`src/hw/rtl/radix_conv_pkg.sv`:
```
// ----------------------------------------------------------------------------
// Radix converter package
// Shared payload types, codes and controller/datapath interface structs.
// ----------------------------------------------------------------------------
`timescale 1ns / 1ps
`default_nettype none

package radix_conv_pkg;

    localparam int VALUE_W = 32;
    localparam int CHAR_W  = 8;

    typedef logic [1:0] base_t;
    localparam base_t BASE_BIN = 2'd0;
    localparam base_t BASE_OCT = 2'd1;
    localparam base_t BASE_DEC = 2'd2;
    localparam base_t BASE_HEX = 2'd3;

    localparam base_t SOURCE_BASE_RESET = BASE_DEC;
    localparam base_t GOAL_BASE_RESET   = BASE_BIN;

    typedef logic [1:0] cmd_code_t;
    localparam cmd_code_t CMD_NUMBER   = 2'd0;
    localparam cmd_code_t CMD_HEX_CHAR = 2'd1;
    localparam cmd_code_t CMD_HEX_END  = 2'd2;

    typedef logic [1:0] status_code_t;
    localparam status_code_t STATUS_OK       = 2'd0;
    localparam status_code_t STATUS_SAME     = 2'd1;
    localparam status_code_t STATUS_MISMATCH = 2'd2;

    localparam logic [VALUE_W-1:0] RECIP10  = 32'hCCCC_CCCD;
    localparam int                 RECIP_SH = 35;

    localparam logic [CHAR_W-1:0] CHAR_ZERO  = 8'h30;
    localparam logic [CHAR_W-1:0] CHAR_NINE  = 8'h39;
    localparam logic [CHAR_W-1:0] CHAR_LOW_A = 8'h61;

    localparam logic [3:0] HEX_DIGITS = 4'd8;

    typedef struct packed {
        cmd_code_t          cmd;
        logic [VALUE_W-1:0] number;
        logic [CHAR_W-1:0]  hex_char;
    } in_t;

    typedef struct packed {
        logic [VALUE_W-1:0] value;
        logic [CHAR_W-1:0]  out_char;
        logic               last;
        status_code_t       status;
    } out_t;

    typedef enum logic [3:0] {
        DP_NOP           = 4'd0,
        DP_START_IN      = 4'd1,
        DP_START_OUT_ACC = 4'd2,
        DP_START_OUT_HEX = 4'd3,
        DP_HEX_FOLD      = 4'd4,
        DP_DIV           = 4'd5,
        DP_ACC           = 4'd6,
        DP_HEX_LOAD      = 4'd7,
        DP_HEX_SHIFT     = 4'd8
    } dp_op_t;

    typedef enum logic [1:0] {
        EMIT_VALUE    = 2'd0,
        EMIT_CHAR     = 2'd1,
        EMIT_SAME     = 2'd2,
        EMIT_MISMATCH = 2'd3
    } emit_t;

    typedef struct packed {
        dp_op_t op;
        logic   emit;
        emit_t  kind;
    } dp_cmd_t;

    typedef struct packed {
        logic n_zero;
        logic top_zero;
        logic cnt_one;
        logic out_free;
    } dp_stat_t;

endpackage

`default_nettype wire

```
`src/hw/rtl/radix_conv_dp.sv`:
```
// ----------------------------------------------------------------------------
// Radix converter datapath
// Digit step unit (divide by radix, weight and accumulate), hex accumulator,
// hex character shifter and the result register.
// ----------------------------------------------------------------------------
`timescale 1ns / 1ps
`default_nettype none

module radix_conv_dp (
    input  wire                         aclk,
    input  wire                         aresetn,
    input  radix_conv_pkg::dp_cmd_t     cmd,
    input  radix_conv_pkg::in_t         s_data,
    input  radix_conv_pkg::base_t       source_base,
    input  radix_conv_pkg::base_t       goal_base,
    input  wire                         m_ready,
    output radix_conv_pkg::out_t        m_data,
    output logic                        m_valid,
    output radix_conv_pkg::dp_stat_t    stat
);

    logic [radix_conv_pkg::VALUE_W-1:0] n_reg, n_next;
    logic [radix_conv_pkg::VALUE_W-1:0] q_reg, q_next;
    logic [radix_conv_pkg::VALUE_W-1:0] acc_reg, acc_next;
    logic [radix_conv_pkg::VALUE_W-1:0] w_reg, w_next;
    logic [radix_conv_pkg::VALUE_W-1:0] hex_acc_reg, hex_acc_next;
    radix_conv_pkg::base_t              div_reg, div_next;
    radix_conv_pkg::base_t              mul_reg, mul_next;
    logic [3:0]                         cnt_reg, cnt_next;
    radix_conv_pkg::out_t               out_reg, out_next;
    logic                               out_valid_reg, out_valid_next;

    logic [2*radix_conv_pkg::VALUE_W-1:0] recip_prod;
    logic [radix_conv_pkg::VALUE_W-1:0]   quot;
    logic [3:0]                           qd;
    logic [3:0]                           rem;
    logic [radix_conv_pkg::VALUE_W+3:0]   rem_w;
    logic [radix_conv_pkg::VALUE_W-1:0]   w_scaled;
    logic [radix_conv_pkg::VALUE_W-1:0]   hex_digit;
    logic [3:0]                           nib;
    logic [radix_conv_pkg::CHAR_W-1:0]    nib_char;
    logic                                 out_free;

    assign recip_prod = {{radix_conv_pkg::VALUE_W{1'b0}}, n_reg}
                      * {{radix_conv_pkg::VALUE_W{1'b0}}, radix_conv_pkg::RECIP10};

    always_comb begin
        case (div_reg)
            radix_conv_pkg::BASE_BIN: begin
                quot = n_reg >> 1;
                qd   = {q_reg[2:0], 1'b0};
            end
            radix_conv_pkg::BASE_OCT: begin
                quot = n_reg >> 3;
                qd   = {q_reg[0], 3'b000};
            end
            radix_conv_pkg::BASE_DEC: begin
                quot = {{radix_conv_pkg::RECIP_SH-radix_conv_pkg::VALUE_W{1'b0}},
                        recip_prod[2*radix_conv_pkg::VALUE_W-1:radix_conv_pkg::RECIP_SH]};
                qd   = {q_reg[2:0], 1'b0} + {q_reg[0], 3'b000};
            end
            default: begin
                quot = n_reg >> 4;
                qd   = 4'd0;
            end
        endcase
    end

    assign rem   = n_reg[3:0] - qd;
    assign rem_w = {4'd0, w_reg} * {{radix_conv_pkg::VALUE_W{1'b0}}, rem};

    always_comb begin
        case (mul_reg)
            radix_conv_pkg::BASE_BIN: w_scaled = w_reg << 1;
            radix_conv_pkg::BASE_OCT: w_scaled = w_reg << 3;
            radix_conv_pkg::BASE_DEC: w_scaled = (w_reg << 3) + (w_reg << 1);
            default:                  w_scaled = w_reg << 4;
        endcase
    end

    always_comb begin
        if (s_data.hex_char >= radix_conv_pkg::CHAR_ZERO &&
            s_data.hex_char <= radix_conv_pkg::CHAR_NINE) begin
            hex_digit = {24'd0, s_data.hex_char - radix_conv_pkg::CHAR_ZERO};
        end else begin
            hex_digit = {24'd0, s_data.hex_char} + 32'd10
                      - {24'd0, radix_conv_pkg::CHAR_LOW_A};
        end
    end

    assign nib = n_reg[radix_conv_pkg::VALUE_W-1 -: 4];

    always_comb begin
        if (nib <= 4'd9) begin
            nib_char = radix_conv_pkg::CHAR_ZERO + {4'd0, nib};
        end else begin
            nib_char = radix_conv_pkg::CHAR_LOW_A + {4'd0, nib} - 8'd10;
        end
    end

    assign out_free = !out_valid_reg || m_ready;

    always_comb begin
        n_next       = n_reg;
        q_next       = q_reg;
        acc_next     = acc_reg;
        w_next       = w_reg;
        hex_acc_next = hex_acc_reg;
        div_next     = div_reg;
        mul_next     = mul_reg;
        cnt_next     = cnt_reg;
        case (cmd.op)
            radix_conv_pkg::DP_START_IN: begin
                n_next   = s_data.number;
                acc_next = '0;
                w_next   = 32'd1;
                div_next = radix_conv_pkg::BASE_DEC;
                mul_next = source_base;
            end
            radix_conv_pkg::DP_START_OUT_ACC: begin
                n_next   = acc_reg;
                acc_next = '0;
                w_next   = 32'd1;
                div_next = goal_base;
                mul_next = radix_conv_pkg::BASE_DEC;
            end
            radix_conv_pkg::DP_START_OUT_HEX: begin
                n_next       = hex_acc_reg;
                hex_acc_next = '0;
                acc_next     = '0;
                w_next       = 32'd1;
                div_next     = goal_base;
                mul_next     = radix_conv_pkg::BASE_DEC;
            end
            radix_conv_pkg::DP_HEX_FOLD: begin
                hex_acc_next = (hex_acc_reg << 4) + hex_digit;
            end
            radix_conv_pkg::DP_DIV: begin
                q_next = quot;
            end
            radix_conv_pkg::DP_ACC: begin
                acc_next = acc_reg + rem_w[radix_conv_pkg::VALUE_W-1:0];
                w_next   = w_scaled;
                n_next   = q_reg;
            end
            radix_conv_pkg::DP_HEX_LOAD: begin
                n_next   = acc_reg;
                cnt_next = radix_conv_pkg::HEX_DIGITS;
            end
            radix_conv_pkg::DP_HEX_SHIFT: begin
                n_next   = n_reg << 4;
                cnt_next = cnt_reg - 4'd1;
            end
            default: begin
            end
        endcase
    end

    always_comb begin
        out_next       = out_reg;
        out_valid_next = out_valid_reg;
        if (m_ready) begin
            out_valid_next = 1'b0;
        end
        if (cmd.emit) begin
            out_valid_next    = 1'b1;
            out_next.value    = '0;
            out_next.out_char = '0;
            out_next.last     = 1'b1;
            out_next.status   = radix_conv_pkg::STATUS_OK;
            case (cmd.kind)
                radix_conv_pkg::EMIT_VALUE: begin
                    out_next.value = acc_reg;
                end
                radix_conv_pkg::EMIT_CHAR: begin
                    out_next.out_char = nib_char;
                    out_next.last     = (cnt_reg == 4'd1);
                end
                radix_conv_pkg::EMIT_SAME: begin
                    out_next.status = radix_conv_pkg::STATUS_SAME;
                end
                default: begin
                    out_next.status = radix_conv_pkg::STATUS_MISMATCH;
                end
            endcase
        end
    end

    always_ff @(posedge aclk) begin
        n_reg   <= n_next;
        q_reg   <= q_next;
        acc_reg <= acc_next;
        w_reg   <= w_next;
        div_reg <= div_next;
        mul_reg <= mul_next;
        cnt_reg <= cnt_next;
        out_reg <= out_next;
        if (!aresetn) begin
            hex_acc_reg   <= '0;
            out_valid_reg <= 1'b0;
        end else begin
            hex_acc_reg   <= hex_acc_next;
            out_valid_reg <= out_valid_next;
        end
    end

    assign m_data        = out_reg;
    assign m_valid       = out_valid_reg;
    assign stat.n_zero   = (n_reg == '0);
    assign stat.top_zero = (nib == 4'd0);
    assign stat.cnt_one  = (cnt_reg == 4'd1);
    assign stat.out_free = out_free;

endmodule

`default_nettype wire

```
`src/hw/rtl/radix_conv_ctrl.sv`:
```
// ----------------------------------------------------------------------------
// Radix converter controller
// Decodes each transaction and sequences the digit loops, hex character
// emission and result hand-off.
// ----------------------------------------------------------------------------
`timescale 1ns / 1ps
`default_nettype none

module radix_conv_ctrl (
    input  wire                         aclk,
    input  wire                         aresetn,
    input  wire                         s_valid,
    input  radix_conv_pkg::cmd_code_t   s_cmd,
    input  radix_conv_pkg::base_t       source_base,
    input  radix_conv_pkg::base_t       goal_base,
    input  radix_conv_pkg::dp_stat_t    stat,
    output logic                        s_ready,
    output radix_conv_pkg::dp_cmd_t     cmd
);

    typedef enum logic [5:0] {
        ST_IDLE    = 6'b000001,
        ST_DIV     = 6'b000010,
        ST_ACC     = 6'b000100,
        ST_HEXSKIP = 6'b001000,
        ST_HEXOUT  = 6'b010000,
        ST_EMIT    = 6'b100000
    } state_t;

    state_t                  state_reg, state_next;
    logic                    pass_reg, pass_next;
    radix_conv_pkg::emit_t   kind_reg, kind_next;
    logic                    src_hex;

    assign src_hex = (source_base == radix_conv_pkg::BASE_HEX);
    assign s_ready = (state_reg == ST_IDLE);

    always_comb begin
        state_next = state_reg;
        pass_next  = pass_reg;
        kind_next  = kind_reg;
        cmd.op     = radix_conv_pkg::DP_NOP;
        cmd.emit   = 1'b0;
        cmd.kind   = kind_reg;
        case (state_reg)
            ST_IDLE: begin
                if (s_valid) begin
                    if (source_base == goal_base) begin
                        kind_next  = radix_conv_pkg::EMIT_SAME;
                        state_next = ST_EMIT;
                    end else if (s_cmd == radix_conv_pkg::CMD_NUMBER && !src_hex) begin
                        cmd.op     = radix_conv_pkg::DP_START_IN;
                        pass_next  = 1'b0;
                        state_next = ST_DIV;
                    end else if (s_cmd == radix_conv_pkg::CMD_HEX_CHAR && src_hex) begin
                        cmd.op = radix_conv_pkg::DP_HEX_FOLD;
                    end else if (s_cmd == radix_conv_pkg::CMD_HEX_END && src_hex) begin
                        cmd.op     = radix_conv_pkg::DP_START_OUT_HEX;
                        pass_next  = 1'b1;
                        state_next = ST_DIV;
                    end else begin
                        kind_next  = radix_conv_pkg::EMIT_MISMATCH;
                        state_next = ST_EMIT;
                    end
                end
            end
            ST_DIV: begin
                if (stat.n_zero) begin
                    if (pass_reg) begin
                        kind_next  = radix_conv_pkg::EMIT_VALUE;
                        state_next = ST_EMIT;
                    end else if (goal_base == radix_conv_pkg::BASE_HEX) begin
                        cmd.op     = radix_conv_pkg::DP_HEX_LOAD;
                        state_next = ST_HEXSKIP;
                    end else begin
                        cmd.op    = radix_conv_pkg::DP_START_OUT_ACC;
                        pass_next = 1'b1;
                    end
                end else begin
                    cmd.op     = radix_conv_pkg::DP_DIV;
                    state_next = ST_ACC;
                end
            end
            ST_ACC: begin
                cmd.op     = radix_conv_pkg::DP_ACC;
                state_next = ST_DIV;
            end
            ST_HEXSKIP: begin
                if (stat.top_zero && !stat.cnt_one) begin
                    cmd.op = radix_conv_pkg::DP_HEX_SHIFT;
                end else begin
                    state_next = ST_HEXOUT;
                end
            end
            ST_HEXOUT: begin
                if (stat.out_free) begin
                    cmd.op   = radix_conv_pkg::DP_HEX_SHIFT;
                    cmd.emit = 1'b1;
                    cmd.kind = radix_conv_pkg::EMIT_CHAR;
                    if (stat.cnt_one) begin
                        state_next = ST_IDLE;
                    end
                end
            end
            ST_EMIT: begin
                if (stat.out_free) begin
                    cmd.emit   = 1'b1;
                    state_next = ST_IDLE;
                end
            end
            default: begin
                state_next = ST_IDLE;
            end
        endcase
    end

    always_ff @(posedge aclk) begin
        pass_reg <= pass_next;
        kind_reg <= kind_next;
        if (!aresetn) begin
            state_reg <= ST_IDLE;
        end else begin
            state_reg <= state_next;
        end
    end

endmodule

`default_nettype wire

```
`src/hw/rtl/radix_converter_2_8_10_16.sv`:
```
// ----------------------------------------------------------------------------
// Radix converter, bases 2 / 8 / 10 / 16
// Top level: configuration registers, controller and datapath.
//
//   Channel  Ports                         Direction  Payload
//   s_       s_valid s_ready s_data        in         in_t  (cmd, number, hex_char)
//   m_       m_valid m_ready m_data        out        out_t (value, out_char, last, status)
//   apb      psel penable pwrite paddr...  in/out     source_base @0, goal_base @4
//
// Number conversions run a divide and accumulate loop per digit; number to hex
// then walks eight nibble slots, leading zeros skipped.
// Synchronous active-low reset clears the controller, hex accumulator and
// output valid; registers return to source decimal, goal binary.
// A full output register with m_ready low holds the controller; the next
// transaction is accepted once the last result of the current one is loaded.
// ----------------------------------------------------------------------------
`timescale 1ns / 1ps
`default_nettype none

module radix_converter_2_8_10_16 (
    input  wire                     aclk,
    input  wire                     aresetn,
    input  wire                     s_valid,
    output logic                    s_ready,
    input  radix_conv_pkg::in_t     s_data,
    output logic                    m_valid,
    input  wire                     m_ready,
    output radix_conv_pkg::out_t    m_data,
    input  wire                     psel,
    input  wire                     penable,
    input  wire                     pwrite,
    input  wire  [2:0]              paddr,
    input  wire  [31:0]             pwdata,
    output logic [31:0]             prdata,
    output logic                    pready
);

    radix_conv_pkg::base_t    source_base_reg;
    radix_conv_pkg::base_t    goal_base_reg;
    radix_conv_pkg::dp_cmd_t  dp_cmd;
    radix_conv_pkg::dp_stat_t dp_stat;
    logic                     cfg_wr;

    assign pready = 1'b1;
    assign cfg_wr = psel && penable && pwrite;

    always_ff @(posedge aclk) begin
        if (!aresetn) begin
            source_base_reg <= radix_conv_pkg::SOURCE_BASE_RESET;
            goal_base_reg   <= radix_conv_pkg::GOAL_BASE_RESET;
        end else if (cfg_wr) begin
            if (paddr[2]) begin
                goal_base_reg <= pwdata[1:0];
            end else begin
                source_base_reg <= pwdata[1:0];
            end
        end
    end

    always_comb begin
        if (paddr[2]) begin
            prdata = {30'd0, goal_base_reg};
        end else begin
            prdata = {30'd0, source_base_reg};
        end
    end

    radix_conv_ctrl u_ctrl (
        .aclk        (aclk),
        .aresetn     (aresetn),
        .s_valid     (s_valid),
        .s_cmd       (s_data.cmd),
        .source_base (source_base_reg),
        .goal_base   (goal_base_reg),
        .stat        (dp_stat),
        .s_ready     (s_ready),
        .cmd         (dp_cmd)
    );

    radix_conv_dp u_dp (
        .aclk        (aclk),
        .aresetn     (aresetn),
        .cmd         (dp_cmd),
        .s_data      (s_data),
        .source_base (source_base_reg),
        .goal_base   (goal_base_reg),
        .m_ready     (m_ready),
        .m_data      (m_data),
        .m_valid     (m_valid),
        .stat        (dp_stat)
    );

endmodule

`default_nettype wire

```
`config.mk`:
```
export PLATFORM = sky130hd
export DESIGN_NAME = radix_converter_2_8_10_16
export DESIGN_NICKNAME = d
export VERILOG_FILES = /design/src/hw/rtl/radix_conv_pkg.sv /design/src/hw/rtl/radix_conv_dp.sv /design/src/hw/rtl/radix_conv_ctrl.sv /design/src/hw/rtl/radix_converter_2_8_10_16.sv
export SDC_FILE = /design/constraint.sdc
export NUM_CORES = 2
export LEC_CHECK = 0
export ABC_AREA = 1
export BUFFER_PORTS_ARGS = -buffer_cell sky130_fd_sc_hd__buf_2
export CAP_MARGIN = 20
export CORE_ASPECT_RATIO = 0.75
export CORE_MARGIN = 1
export CORE_UTILIZATION = 60
export CTS_CLUSTER_DIAMETER = 100
export CTS_CLUSTER_SIZE = 24
export DETAILED_ROUTE_END_ITERATION = 12
export GPL_TIMING_DRIVEN = 0
export HOLD_SLACK_MARGIN = 0.03
export PLACE_DENSITY = 0.81
export SLEW_MARGIN = 20
export SYNTH_ARGS = -nofsm -noshare
export SYNTH_HDL_FRONTEND = slang
export SYNTH_SLANG_ARGS = --single-unit
export TNS_END_PERCENT = 100
```
`constraint.sdc`:
```
create_clock -name aclk -period 7.83 [get_ports aclk]
set_clock_uncertainty 0.05 [all_clocks]
set_input_delay 2.349 -clock aclk [delete_from_list [all_inputs] [get_ports aclk]]
set_output_delay 2.349 -clock aclk [all_outputs]
set_load 0.01 [all_outputs]
```
Word level (Yosys, flattened, before mapping)
Cells that the tools add are included.

Add/subtract/negate cells: 12. $mul: 2. Order comparisons: 3. Equal/unequal tests: 41. Muxes and demuxes: 60. Bitwise operators: 1. Reduce and logical (&&, ||, !) cells: 33.

Operators with widths (count): one-hot mux 32 bit (2 select lines) (3); one-hot mux 32 bit (5 select lines) (1); adder 32 bit (3); one-hot mux 32 bit (3 select lines) (1); one-hot mux 31 bit (3 select lines) (1); 2-to-1 mux 6 bit (12); multiplier 32 x 32 -> 64 bit (second input constant) (1); one-hot mux 6 bit (6 select lines) (1); logical NOT 32 bit (1); multiplier 32 x 4 -> 32 bit (1); 2-to-1 mux 32 bit (1); subtractor 32 x 7 -> 32 bit (second input constant) (1); 2-to-1 mux 4 bit (7); 2-to-1 mux 2 bit (10); one-hot mux 4 bit (5 select lines) (1); == test 4 x 3 -> 1 bit (second input constant) (4); one-hot mux 2 bit (2 select lines) (4); AND reduction 7 bit (2); == test 2 bit (second input constant) (6); != test 3 x 2 -> 1 bit (second input constant) (4); one-hot mux 4 bit (3 select lines) (1); nonzero test 2 bit (6); 2-to-1 mux 1 bit (11); adder 8 x 4 -> 9 bit (second input constant) (1); 41 further kinds (68).

Register bits: 225. Input bits: 84. Output and inout port bits: 78. Word-level logic and storage cells: 170.

Logic depth before layout (Yosys ltp)
Depth after elaboration: 11. Depth in mapped cells: 34. Mapped depth without buffers: 33.

Hierarchy
A second synthesis with hierarchy kept.

Cells, all modules: 4926. Area, all modules: 38350.5 sq um.

Modules (own cells, without submodules): radix_conv_dp (instances 1, cells each 4743, area an instance 37119.4 sq um, sequential area each 5975.7 sq um); radix_conv_ctrl (instances 1, cells each 116, area an instance 778.2 sq um, sequential area each 210.2 sq um); radix_converter_2_8_10_16 (instances 1, cells each 67, area an instance 452.9 sq um, sequential area each 80.1 sq um).

Worst setup path after synthesis
Ideal clock, no wire load.

Kind: register to register. Start point: reg u_dp.n_reg[20] in the netlist's numbering. End point: reg u_dp.q_reg[14] in the netlist's numbering (data pin). Setup time: 0.264 ns. Arrival: 6.012 ns. Data required time: 7.516 ns. Slack: 1.504 ns. Cell stages (with the launch flop): 28. Path buffers: 0. Clock period less this slack: 6.326 ns. Cells stage by stage: edfxtp_1 inv_1 ha_1 inv_1 fa_1 inv_1 fa_1 inv_1 fa_1 inv_1 fa_1 fa_1 fa_1 inv_1 fa_1 inv_1 ha_1 nand2_1 nor2_1 inv_1 nor2_1 nand2_1 nor3_1 o21ai_0 nand3_1 nand2_1 nand3_1 nand4_1.

Word-level cells in the longest chain between the ends: 2.

RTL lines: start: declaration (RTL line radix_conv_dp.sv:22) `logic [radix_conv_pkg::VALUE_W-1:0] n_reg, n_next;`; start signal: assignment (RTL line radix_conv_dp.sv:190) `n_reg <= n_next;`; multiplier 32 x 32 -> 64 bit (RTL line radix_conv_dp.sv:45) `* {{radix_conv_pkg::VALUE_W{1'b0}}, radix_conv_pkg::RECIP10};`; one-hot mux 31 bit (3 select lines) (RTL line radix_conv_dp.sv:48) `case (div_reg)`; net u_dp.quot, one bit (RTL line radix_conv_dp.sv:34) `logic [radix_conv_pkg::VALUE_W-1:0] quot;`; end signal: assignment (RTL line radix_conv_dp.sv:191) `q_reg <= q_next;`; end: declaration (RTL line radix_conv_dp.sv:23) `logic [radix_conv_pkg::VALUE_W-1:0] q_reg, q_next;`.

The timed path passes the listed nets, and every way through them passes these cells. A chain may end at the register's enable or synchronous reset.

Worst setup path after layout
Start point: reg u_dp.n_reg[13] in the netlist's numbering. End point: reg u_dp.q_reg[2] in the netlist's numbering (data pin).

Same word-level chain as after synthesis.

==> flow_metrics.py <==
metrics = {
    "drt": {
        "vias": 35030,
        "antenna_left": 0,
        "drtIter0Drc": 4848,
        "vias_per_cell": 5.867,
        "postRouteWirelength_um": 137600,
        "drc": 0,
        "firstDrtPassIters": 10,
        "wire_per_inst_um": 23.06,
    },
    "sta": {
        "setup_ws_ns": -0.0007345,
        "fmax_mhz": 127.7,
        "timing.max_slew.rel_slack_pct": 41.46,
        "setup_violations": 1,
        "period_share_pct": 100.0,
        "tightest_slew_ns": 0.8715,
        "drv_slew": 0,
        "post-route-min-period_ns": 7.831,
        "hold_violations": 0,
    },
    "floorplanning": {
        "die_area_um2": 64820,
        "io_pins": 162,
        "die_x_um": 293.7,
        "initial_core_util_pct": 61.18,
        "core-area_um2": 62570,
        "die_h_um": 220.7,
        "fp-row-count": 79,
    },
    "yosys": {
        "synth_edf_count": 180,
        "syn-cell-area_um2": 38280,
        "ys_warn_count": 0,
        "synth_fa_ha_area_share_pct": 40.26,
        "syn_inst": 4900,
        "synth-main-ff-cell": "edfxtp_1",
        "synth_top_family_by_area": "adder cells",
        "synth_top_cell_area_share_pct": 25.00,
        "synth_compound_area_share_pct": 9.270,
        "synth_simple_gate_area_share_pct": 19.63,
        "synth_cell_types": 63,
        "synthArstFlopShare_pct": 0,
        "ys_seq_area_share_pct": 16.37,
        "synth_xor_xnor_area_share_pct": 1.428,
        "synth.largest_area_cell": "fa_1",
        "synth_area_leaders": "fa_1, ha_1, edfxtp_1",
        "muxShareOfSynthArea_pct": 0.02615,
        "ys_seq_elements": 223,
        "syn_avg_cell_area_um2": 7.812,
    },
    "clock_tree": {
        "clkTransAtPathRegs_ns": 0.11,
        "cts_tree": "done",
        "insertion_delay_ns": 0.52,
        "clock_sinks": 223,
        "htreeDepth": 1,
        "cts_buffers": 13,
        "cts_root_buffer": "clkbuf_16",
        "cts_buffer_depth": 3,
    },
    "setup_path": {
        "r2r_slack_ns": -0.0007,
        "end_kind": "flop",
        "r2r-start": "u_dp.n_reg[13]",
        "required_ns": 7.97,
        "crit_type": "flop to flop",
        "critPathArrivalTime_ns": 7.97,
        "worstPathMaxFanout": 5,
        "critPathLaunchType": "flop",
        "r2r_cells": 25,
        "rr_endpoint": "u_dp.q_reg[2]",
    },
    "global_routing": {
        "grt_antenna_before_repair": 4,
        "grt_usage_pct": 42.83,
        "grt_max_degree": 52,
        "grt_pass1_vias": 32690,
        "grt_pass1_wl_um": 203000,
        "grt_overflow_total": 0,
    },
    "layout": {
        "nFillCells": 5478,
        "final_common_cell": "inv_1",
        "final_nets": 6143,
        "drive_gt1_share_pct": 6.624,
        "largest_reg_flops": 42,
        "syn_to_final_growth_pct": 7.191,
        "layout_common_cells": "inv_1, nand2_1, fa_1",
        "fin_cells": 5970,
        "final_area_um2": 41030,
    },
    "placement": {
        "dp_hpwl_um": 116200,
        "dpl.cell_count": 5881,
        "io_buffers": 97,
        "place_area_um2": 40060,
        "pre_cts_slack_ns": -0.6081,
        "gp_congestion": 1.101,
    },
    "hold_path": {
        "hp-start": "u_dp.hex_acc_reg[29]",
        "min_to": "u_dp.hex_acc_reg[29]",
        "hp-class": "flop to flop",
        "hold_depth": 2,
    },
    "flow_run": {
        "drv_cap": 0,
    },
    "run_status": {
        "violations": "negative setup slack",
        "outcome": "complete, but fails checks",
    },
}
==> routing by layer <==
metal / share of wire [%] / up-vias / GRT usage [%]
met5: 0.24 / - / 2.956
met4: 2.4 / 12 / 8.837
met3: 18 / 245 / 20.94
met2: 37 / 2350 / 55.48
met1: 42 / 16630 / 63.04
li1: - / 15800 / -
==> Yosys cell counts, types with 11 or more instances <==
cell	n
a21o_1	27
a21oi_1	288
a221oi_1	29
a22oi_1	11
a31oi_1	14
buf_2	20
buf_4	35
clkbuf_1	41
dfxtp_1	43
edfxtp_1	180
fa_1	478
ha_1	467
inv_1	1151
inv_2	12
nand2_1	1037
nand3_1	200
nand4_1	101
nor2_1	315
nor3_1	48
o21a_1	13
o21ai_0	160
o21bai_1	24
o22ai_1	28
or2_2	34
xnor2_1	15
xor2_1	43
==> cell type report <==
type,count,area [um^2],share of cell area [%]
antenna,2,5.005,0.01220
buffer,104,591.8,1.442
clock buffer,17,340.3,0.8294
clock inverter,2,28.78,0.07013
inverter,1166,4379,10.67
multi-input combinational,3436,27220,66.34
sequential,223,6266,15.27
tap,850,1064,2.592
timing repair buffer,170,1136,2.769
==> kinds of logic (layout without fill, tap and decap cells) <==
kind of cell               count (synthesis)  after routing
and+or+nand+nor                         1776           1776
adders and majority gates                945            945
DFF                                      223            223
AOI/OAI and AO/OA                        622            622
muxes                                      1              1
buffers and inverters                   1271           1459
xor gates and xnor gates                  60             60
other                                      2             34
==> stage by stage <==
step	hold WS [ns]	util, %	TNS [ns]
2_1_floorplan	0.3935	-	0
3_3_place_gp	0.4031	63.84	-5.101
3_5_place_dp	0.4113	64.03	-6.230
4_1_cts	0.4257	64.95	0
5_1_grt	0.4466	65.57	-0.01007
6_report	0.4233	65.58	-0.0007345
==> how the worst max path moves through the flow <==
stage	from	end	slack (ns)	cells past startpoint
floorplan	u_dp.n_reg[20]	u_dp.q_reg[14]	1.50	27
global placement	u_dp.n_reg[0]	u_dp.q_reg[14]	-0.60	27
detailed placement	u_dp.n_reg[0]	u_dp.q_reg[14]	-0.61	27
CTS	u_dp.n_reg[29]	u_dp.q_reg[14]	0.005	23
global route	u_dp.n_reg[2]	u_dp.q_reg[14]	-0.01	25
finish	u_dp.n_reg[13]	u_dp.q_reg[2]	-0.0007	25
==> timing repair <==
| action | 4_1_cts | 5_1_grt |
|---|---|---|
| gates resized for setup | 2 | 18 |
| hold buffers | 0 | 0 |
| hold endpoints to repair | 0 | 0 |
| setup endpoints to repair | 27 | 28 |
| setup buffers | 27 | 42 |
==> critical path, stage by stage, from the launching register on <==
cell and delay, ns:
edfxtp_1 0.59, inv_1 0.27, ha_2 0.58, inv_1 0.23, fa_1 0.54, inv_1 0.05, fa_1 0.52, inv_1 0.06
fa_1 0.50, inv_1 0.06, fa_1 0.46, fa_1 0.43, fa_1 0.59, fa_1 0.44, ha_1 0.32, nand2_1 0.09
nor2_1 0.23, inv_1 0.17, nor2_1 0.27, nand2_1 0.22, inv_1 0.13, nand3_1 0.14, nand3_1 0.13, nand2_1 0.06
nand3_1 0.11, o2111ai_1 0.23
Power is left out: the tool's default activity adds up to more than one toggle a clock period on the data nets, which glitch-free logic cannot reach.
